File: src/rtl/lpfs_pkg.sv
// ============================================================================
// lpfs_pkg
// Shared types and constants for the length-prefixed frame splitter.
// ============================================================================
package lpfs_pkg;

    localparam int unsigned HEADER_BYTES = 8;
    localparam logic [24:0] MAX_LIMIT = 25'd16777216;
    localparam logic [24:0] MAX_RESET = 25'd65536;

    typedef enum logic [3:0] {
        PH_LENGTH  = 4'b0001,
        PH_PROTO   = 4'b0010,
        PH_PAYLOAD = 4'b0100,
        PH_HALT    = 4'b1000
    } t_phase;

    typedef enum logic [1:0] {
        KIND_DATA  = 2'd0,
        KIND_EMPTY = 2'd1,
        KIND_ERROR = 2'd2
    } t_kind;

    typedef enum logic [0:0] {
        REG_MAX_FRAME = 1'b0
    } t_reg_index;

    typedef struct packed {
        logic [1:0]  kind;
        logic [31:0] protocol_id;
        logic [7:0]  data_byte;
        logic [23:0] payload_length;
        logic        last;
    } t_result;

endpackage

File: src/rtl/length_prefixed_frame_splitter.sv
// ============================================================================
// length_prefixed_frame_splitter
// Splits a byte stream of length-prefixed frames into tagged payload words.
// ============================================================================
// Channel   Direction  Handshake           Word
// input     in         i_valid / o_stall   i_rx_byte, i_restart
// output    out        o_valid / i_stall   o_kind, o_protocol_id, o_data_byte,
//                                          o_payload_length, o_last
// config    in         APB                 max_frame_bytes at byte address 0
//
// One input word is taken every cycle while o_stall is low, a rate set by the
// combinational header/payload update; results are registered in lpfs_skid.
// o_stall rises only while the skid entry holds a word, which happens after
// the output has been stalled with a new result arriving behind it.
// Reset is synchronous and clears the phase, counters and both output slots.
// ============================================================================
module length_prefixed_frame_splitter (
    input  logic        i_clk,
    input  logic        i_rst_n,
    input  logic        i_valid,
    output logic        o_stall,
    input  logic [7:0]  i_rx_byte,
    input  logic        i_restart,
    output logic        o_valid,
    input  logic        i_stall,
    output logic [1:0]  o_kind,
    output logic [31:0] o_protocol_id,
    output logic [7:0]  o_data_byte,
    output logic [23:0] o_payload_length,
    output logic        o_last,
    input  logic        psel,
    input  logic        penable,
    input  logic        pwrite,
    input  logic [2:0]  paddr,
    input  logic [31:0] pwdata,
    output logic [31:0] prdata,
    output logic        pready
);

    lpfs_pkg::t_phase  r_phase, n_phase;
    logic [1:0]        r_hcount, n_hcount;
    logic [23:0]       r_len_low, n_len_low;
    logic [31:0]       r_proto, n_proto;
    logic [23:0]       r_plen, n_plen;
    logic [23:0]       r_left, n_left;
    logic [24:0]       r_max;
    logic              n_accept;
    logic              n_push;
    lpfs_pkg::t_result n_result;
    lpfs_pkg::t_result w_out;
    logic [31:0]       n_full_len;
    logic [24:0]       n_limit;
    logic [31:0]       n_plen_wide;
    logic              n_cfg_hit;

    // Configuration port.
    assign pready    = 1'b1;
    assign n_cfg_hit = (paddr[2] == lpfs_pkg::REG_MAX_FRAME);

    always_ff @(posedge i_clk) begin
        if (!i_rst_n) begin
            r_max <= lpfs_pkg::MAX_RESET;
        end else if (psel && penable && pwrite && n_cfg_hit) begin
            r_max <= pwdata[24:0];
        end
    end

    assign prdata = n_cfg_hit ? {7'd0, r_max} : 32'd0;

    assign n_accept    = i_valid && !o_stall;
    assign n_full_len  = {i_rx_byte, r_len_low};
    assign n_limit     = (r_max > lpfs_pkg::MAX_LIMIT) ? lpfs_pkg::MAX_LIMIT : r_max;
    assign n_plen_wide = n_full_len - 32'(lpfs_pkg::HEADER_BYTES);

    always_comb begin
        n_phase   = r_phase;
        n_hcount  = r_hcount;
        n_len_low = r_len_low;
        n_proto   = r_proto;
        n_plen    = r_plen;
        n_left    = r_left;
        n_push    = 1'b0;
        n_result  = '0;

        if (i_restart) begin
            n_phase   = lpfs_pkg::PH_LENGTH;
            n_hcount  = 2'd0;
            n_len_low = 24'd0;
            n_proto   = 32'd0;
            n_plen    = 24'd0;
            n_left    = 24'd0;
        end else begin
            unique case (r_phase)
                lpfs_pkg::PH_LENGTH: begin
                    n_hcount = r_hcount + 2'd1;
                    case (r_hcount)
                        2'd0: n_len_low = {16'd0, i_rx_byte};
                        2'd1: n_len_low[15:8] = i_rx_byte;
                        2'd2: n_len_low[23:16] = i_rx_byte;
                        default: begin
                            if (i_rx_byte[7] || (n_full_len < 32'(lpfs_pkg::HEADER_BYTES))
                                    || (n_full_len > {7'd0, n_limit})) begin
                                n_phase              = lpfs_pkg::PH_HALT;
                                n_push               = 1'b1;
                                n_result.kind        = lpfs_pkg::KIND_ERROR;
                                n_result.last        = 1'b1;
                            end else begin
                                n_phase = lpfs_pkg::PH_PROTO;
                                n_plen  = n_plen_wide[23:0];
                            end
                        end
                    endcase
                end
                lpfs_pkg::PH_PROTO: begin
                    n_hcount = r_hcount + 2'd1;
                    case (r_hcount)
                        2'd0: n_proto = {24'd0, i_rx_byte};
                        2'd1: n_proto[15:8] = i_rx_byte;
                        2'd2: n_proto[23:16] = i_rx_byte;
                        default: begin
                            n_proto[31:24] = i_rx_byte;
                            n_left         = r_plen;
                            if (r_plen == 24'd0) begin
                                n_phase              = lpfs_pkg::PH_LENGTH;
                                n_push               = 1'b1;
                                n_result.kind        = lpfs_pkg::KIND_EMPTY;
                                n_result.protocol_id = {i_rx_byte, r_proto[23:0]};
                                n_result.last        = 1'b1;
                            end else begin
                                n_phase = lpfs_pkg::PH_PAYLOAD;
                            end
                        end
                    endcase
                end
                lpfs_pkg::PH_PAYLOAD: begin
                    n_push                  = 1'b1;
                    n_result.kind           = lpfs_pkg::KIND_DATA;
                    n_result.protocol_id    = r_proto;
                    n_result.data_byte      = i_rx_byte;
                    n_result.payload_length = r_plen;
                    n_result.last           = (r_left <= 24'd1);
                    n_left                  = r_left - 24'd1;
                    if (r_left <= 24'd1) begin
                        n_left   = 24'd0;
                        n_hcount = 2'd0;
                        n_phase  = lpfs_pkg::PH_LENGTH;
                    end
                end
                lpfs_pkg::PH_HALT: begin
                end
                default: begin
                    n_phase = lpfs_pkg::PH_HALT;
                end
            endcase
        end
    end

    always_ff @(posedge i_clk) begin
        if (!i_rst_n) begin
            r_phase  <= lpfs_pkg::PH_LENGTH;
            r_hcount <= 2'd0;
            r_plen   <= 24'd0;
            r_left   <= 24'd0;
        end else if (n_accept) begin
            r_phase  <= n_phase;
            r_hcount <= n_hcount;
            r_plen   <= n_plen;
            r_left   <= n_left;
        end
    end

    always_ff @(posedge i_clk) begin
        if (n_accept) begin
            r_len_low <= n_len_low;
            r_proto   <= n_proto;
        end
    end

    lpfs_skid u_skid (
        .i_clk    (i_clk),
        .i_rst_n  (i_rst_n),
        .i_push   (n_accept && n_push),
        .i_result (n_result),
        .o_full   (o_stall),
        .o_valid  (o_valid),
        .o_result (w_out),
        .i_stall  (i_stall)
    );

    assign o_kind           = w_out.kind;
    assign o_protocol_id    = w_out.protocol_id;
    assign o_data_byte      = w_out.data_byte;
    assign o_payload_length = w_out.payload_length;
    assign o_last           = w_out.last;

endmodule

File: src/rtl/lpfs_skid.sv
// ============================================================================
// lpfs_skid
// Output register with one skid entry, so that a word can be taken upstream
// while the previous result still waits downstream.
// ============================================================================
module lpfs_skid (
    input  logic               i_clk,
    input  logic               i_rst_n,
    input  logic               i_push,
    input  lpfs_pkg::t_result  i_result,
    output logic               o_full,
    output logic               o_valid,
    output lpfs_pkg::t_result  o_result,
    input  logic               i_stall
);

    logic              r_out_valid;
    logic              r_skid_valid;
    lpfs_pkg::t_result r_out;
    lpfs_pkg::t_result r_skid;
    logic              n_take;
    logic              n_out_free;

    assign n_take     = r_out_valid && !i_stall;
    assign n_out_free = !r_out_valid || n_take;

    always_ff @(posedge i_clk) begin
        if (!i_rst_n) begin
            r_out_valid  <= 1'b0;
            r_skid_valid <= 1'b0;
        end else if (r_skid_valid) begin
            if (n_take) begin
                r_out_valid  <= 1'b1;
                r_skid_valid <= 1'b0;
            end
        end else if (i_push) begin
            if (n_out_free) begin
                r_out_valid <= 1'b1;
            end else begin
                r_skid_valid <= 1'b1;
            end
        end else if (n_take) begin
            r_out_valid <= 1'b0;
        end
    end

    always_ff @(posedge i_clk) begin
        if (r_skid_valid) begin
            if (n_take) begin
                r_out <= r_skid;
            end
        end else if (i_push) begin
            if (n_out_free) begin
                r_out <= i_result;
            end else begin
                r_skid <= i_result;
            end
        end
    end

    assign o_full   = r_skid_valid;
    assign o_valid  = r_out_valid;
    assign o_result = r_out;

endmodule

File: config.mk
export PLATFORM = sky130hd
export DESIGN_NAME = length_prefixed_frame_splitter
export DESIGN_NICKNAME = d
export VERILOG_FILES = /design/src/rtl/lpfs_pkg.sv /design/src/rtl/length_prefixed_frame_splitter.sv /design/src/rtl/lpfs_skid.sv
export SDC_FILE = /design/constraint.sdc
export NUM_CORES = 1
export LEC_CHECK = 0
export ABC_AREA = 1
export BUFFER_PORTS_ARGS = -buffer_cell sky130_fd_sc_hd__buf_2
export CAP_MARGIN = 15
export CORE_UTILIZATION = 59
export DETAILED_ROUTE_END_ITERATION = 10
export PLACE_DENSITY = 0.78
export SYNTH_ARGS = -nofsm -noshare
export SYNTH_HDL_FRONTEND = slang
export SYNTH_SLANG_ARGS = --single-unit
File: constraint.sdc
create_clock -name i_clk -period 9.05 [get_ports i_clk]
set_clock_uncertainty 0.2 [all_clocks]
set_input_delay 1.3575 -clock i_clk [delete_from_list [all_inputs] [get_ports i_clk]]
set_output_delay 1.3575 -clock i_clk [all_outputs]
set_load 0.01 [all_outputs]
==> results.txt <==
----------------------------------------------------
[Finish]
  Share of post-route cells with drive strength above 1 ... 16.4%
  Final #Nets ... 1665
  Area added between synthesis and finish ... 13.5%
  Final Util ... 68.2%
  Final antenna diode count ... 0

[Synthesis]
  Post-synthesis cell type count ... 46
  Sequential cell area fraction in the yosys report ... 55.9%
  Gate Count Post-Synth ... 1479
  Post-Synthesis Mean Instance Area ... 8.86 µm²
  Fraction of synthesis flops using an asynchronous set or reset pin ... 0%
  Primary flip-flop cell chosen by synthesis mapping ... edfxtp_1
  Biggest area consumer among synthesized cells ... edfxtp_1
  Area fraction of the dominant cell type after synthesis ... 43.5%
  Number of flops mapped to enable cells by yosys ... 190
  Top cells by area, synth ... edfxtp_1 44%, dfxtp_1 12%, nand2_1 12%, nor2_1 5.4%, inv_1 3.5%
  Post-synthesis cell area ... 13100 µm²
  Synthesis warning total ... 0
  Seq cells post-synth ... 271

[Placed design]
  Number of port buffers ... 135
  Post-DP HPWL ... 20700 µm
  Placer congestion estimate ... 0.915

[Power]
  Sequential share of power ... 48.5%
  Internal Power ... 2180 µW
  Clock power share ... 43.2%
  Proportion of total power due to net switching ... 23.4%
  Worst vdd ir ... 131 µV
  Total net switching power ... 668 µW
  Leakage power summed over all cells ... 0.00632 µW
  Pwr Total ... 2850 µW
  Power per cell area ... 192 nW/µm²
  Combinational share of power ... 8.3%

[Worst setup path]
  Critical Path Source Type ... flip-flop
  Worst endpoint data arrival time ... 4780 ps
  Highest fanout seen on the critical path ... 37
  Critical Path End Type ... flip-flop
  Highest cell delay on the worst timing path ... 550 ps
  Worst Path Required ... 9020 ps
  Cell with the most instances on the worst path ... nand2_1
  Cell with the biggest individual delay on the critical path ... buf_4
  Combined buffer and inverter count along the critical path ... 3
  Cell breakdown of the critical path ... inv_1 -> nand4_1 -> nor3_1 -> nand4_1 -> nor3_1 -> nand3_1 -> nand2_1 -> nand2_1 -> ha_1 -> nand2_1 -> nor2_2 -> nand3_1 -> nand3b_1 -> nor2_1 -> nand2_1 -> nand2_1 -> nand2_2 -> nand2_1 -> nand2_1 -> nand2_1 -> nand3_1 -> inv_2 -> buf_4
  Class of the most critical setup path ... flip-flop to flip-flop
  CP top delay family ... simple AND/OR/NAND/NOR gates

[Route]
  Post-DRT Antenna Nets ... 0
  Routed wire length ... 30600 µm
  Average wire length per cell after detail routing ... 16.2 µm
  Via count ... 10501
  Per-cell via count in the routed design ... 5.57
  Starting DRT DRC Count ... 1006
  Detailed-router iteration count before antenna repair ... 6
  Post-detailed-route DRC marker count ... 0

[GRT]
  Total gr overflow ... 0
  GRT Util Overall ... 27.1%
  Largest net degree at the start of global routing ... 81
  Initial antenna violation count ... 0
  Global-route wire length before repair ... 48700 µm
  Via count of the first global-routing pass ... 9695

[Run status]
  Run status ... finished, final reports clean

[Floorplan]
  Top-level port count ... 153
  Initial standard-cell utilization of the core ... 60.1%
  Area of the placeable core ... 21800 µm²
  Area enclosed by the die boundary ... 22800 µm²
  Floorplan die height ... 151 µm
  DIE WIDTH ... 151 µm
  Row count ... 54

[Timing]
  Pin slew with the least headroom to its limit ... 1100 ps
  Final clock period utilization by the worst path ... 53.2%
  Total Neg Setup Slack ... 0 ps
  Relative max-transition margin ... 26.6%
  RSZ-0062 raised after global routing ... false
  Post-route minimum period ... 4810 ps
  Maximum clock frequency ... 0.208 GHz
  Pins over their slew limit ... 0
  Final Hold Vio Count ... 0
  Final setup violation count ... 0

[Clocking]
  Root Driver ... clkbuf_16
  # resized after CTS ... 0
  Num Clock Sinks ... 271
  Post-cts hold buffer count ... 0
  H-Tree Level Count ... 1
  Number of buffers between clock root and the deepest sink ... 3
  Setup repair bufs after CTS ... 0
  Clock latency on the worst-skew pair ... 540 ps
  CTS clock-pin slew for the worst setup and hold paths ... 60 ps
  TritonCTS buffer count ... 28
  TritonCTS clock tree ... yes

[Run]
  Max-cap violations ... 0

[Hold path]
  Type of the most critical hold path ... flip-flop to flip-flop

----------------------------------------------------
-- registers in the layout (all words and copies together) (netlist names), 2 cells and up --
register	flops
r_phase	4
r_proto	32
r_plen	24
r_len_low	24
r_max	25
u_skid.r_skid	67
u_skid.o_result	67
r_hcount	2
r_left	24
-- worst reg2reg max path, delay by kind of cell (launching register included) --
family	cells	cell delay, ps
flip-flops	1	310
buffers and inverters	3	1140
adder cells (fa/ha/maj)	1	320
AND/OR/NAND/NOR	19	2480
-- stage by stage --
step                area, µm²  std cells  setup WS, ps  hold slack [ps]
global route            14900       1884          3680              289
finish                  14900       1884          4240              267
CTS                     14800       1881          4130              268
detailed placement      13800       1829          4150              259
global placement        13800       1829          4240              255
floorplan               13100       1485          2480              245
-- cell type report --
| class | count | area, µm² |
|---|---|---|
| clock buffer | 33 | 741 |
| timing repair buffer | 143 | 783 |
| sequential | 271 | 7330 |
| multi-input combinational | 1005 | 4930 |
| fill | 1652 | 6940 |
| tap | 280 | 350 |
| inverter | 133 | 499 |
| clock inverter | 19 | 246 |
-- kinds of logic (layout without fill, tap and decap cells) --
logic type      Yosys count  count (layout)  synth area share [%]
simple gates            755             755                  24.3
flops                   271             271                  55.9
buf+inv                 209             328                  6.86
compound gates          190             190                  8.44
fa+ha+maj                32              32                  3.05
xor+xnor                 19              19                  1.27
other cells               2               8                0.0573
mux                       1               1                0.0859
-- Yosys cell counts, types with 2 or more instances --
| cell type | number |
|---|---|
| or2_2 | 9 |
| edfxtp_1 | 190 |
| nand2_2 | 6 |
| a21o_1 | 2 |
| a211oi_1 | 4 |
| xnor2_1 | 5 |
| nand2_1 | 412 |
| conb_1 | 2 |
| nor3_2 | 3 |
| nor4_1 | 7 |
| xor2_1 | 14 |
| nand3b_1 | 3 |
| o22ai_1 | 20 |
| nand4_1 | 14 |
| nor2_1 | 188 |
| buf_2 | 9 |
| buf_12 | 2 |
| o21ai_0 | 51 |
| buf_6 | 4 |
| nor2_2 | 10 |
| a21oi_1 | 75 |
| buf_1 | 5 |
| buf_4 | 11 |
| o21ai_1 | 9 |
| inv_1 | 123 |
| a21oi_2 | 23 |
| inv_2 | 9 |
| nand3_1 | 62 |
| ha_1 | 32 |
| nor3_1 | 28 |
| clkbuf_1 | 45 |
| nor2_4 | 5 |
| dfxtp_1 | 81 |
| a31oi_1 | 4 |
-- metal layers --
metal	vias to the layer above	global-route usage (%)	routed length, µm	part of all wire, %
met1	4876	37.6	13000	43
met4	0	8.70	761	2.5
met2	472	43.4	14200	47
met3	76	4.61	2540	8.3
li1	5077	-	-	-
met5	-	0	0	0
-- final timing paths --
check,slack [ps],to,cells after the start,start
max,4240,u_skid.r_skid[54],23,r_max[4]
max reg2reg,4240,u_skid.r_skid[54],23,r_max[4]
min,270,r_left[23],2,r_left[23]
min reg2reg,270,r_left[23],2,r_left[23]
-- placed cells by master, fill, tap and decap left out, drive strengths merged --
| master | count |
|---|---|
| nand2 | 418 |
| nor2 | 203 |
| edfxtp | 190 |
| buf | 143 |
| inv | 132 |
| a21oi | 98 |
| dfxtp | 81 |
| nand3 | 63 |
| o21ai | 60 |
| clkbuf | 33 |
| ha | 32 |
| nor3 | 32 |
| o22ai | 20 |
| nand4 | 15 |
| xor2 | 14 |
| clkinv | 12 |
| or2 | 11 |
| conb | 8 |
| nor4 | 8 |
| bufinv | 6 |
| xnor2 | 5 |
| a211oi | 4 |
| a31oi | 4 |
| nand3b | 4 |
| a21o | 2 |
| clkinvlp | 2 |
| mux2 | 1 |
| and3 | 1 |
| o221ai | 1 |
| o211ai | 1 |
-- power by group through the flow --
stage                     logic (µW)  clock network [µW]  registers (µW)
after floorplan                  178                   0            1400
after global placement           224                   0            1410
after detailed placement         231                   0            1410
after CTS                        233                1240            1380
after global routing             267                1290            1380
final                            238                1230            1380
Power figures use the tool's default switching activity.
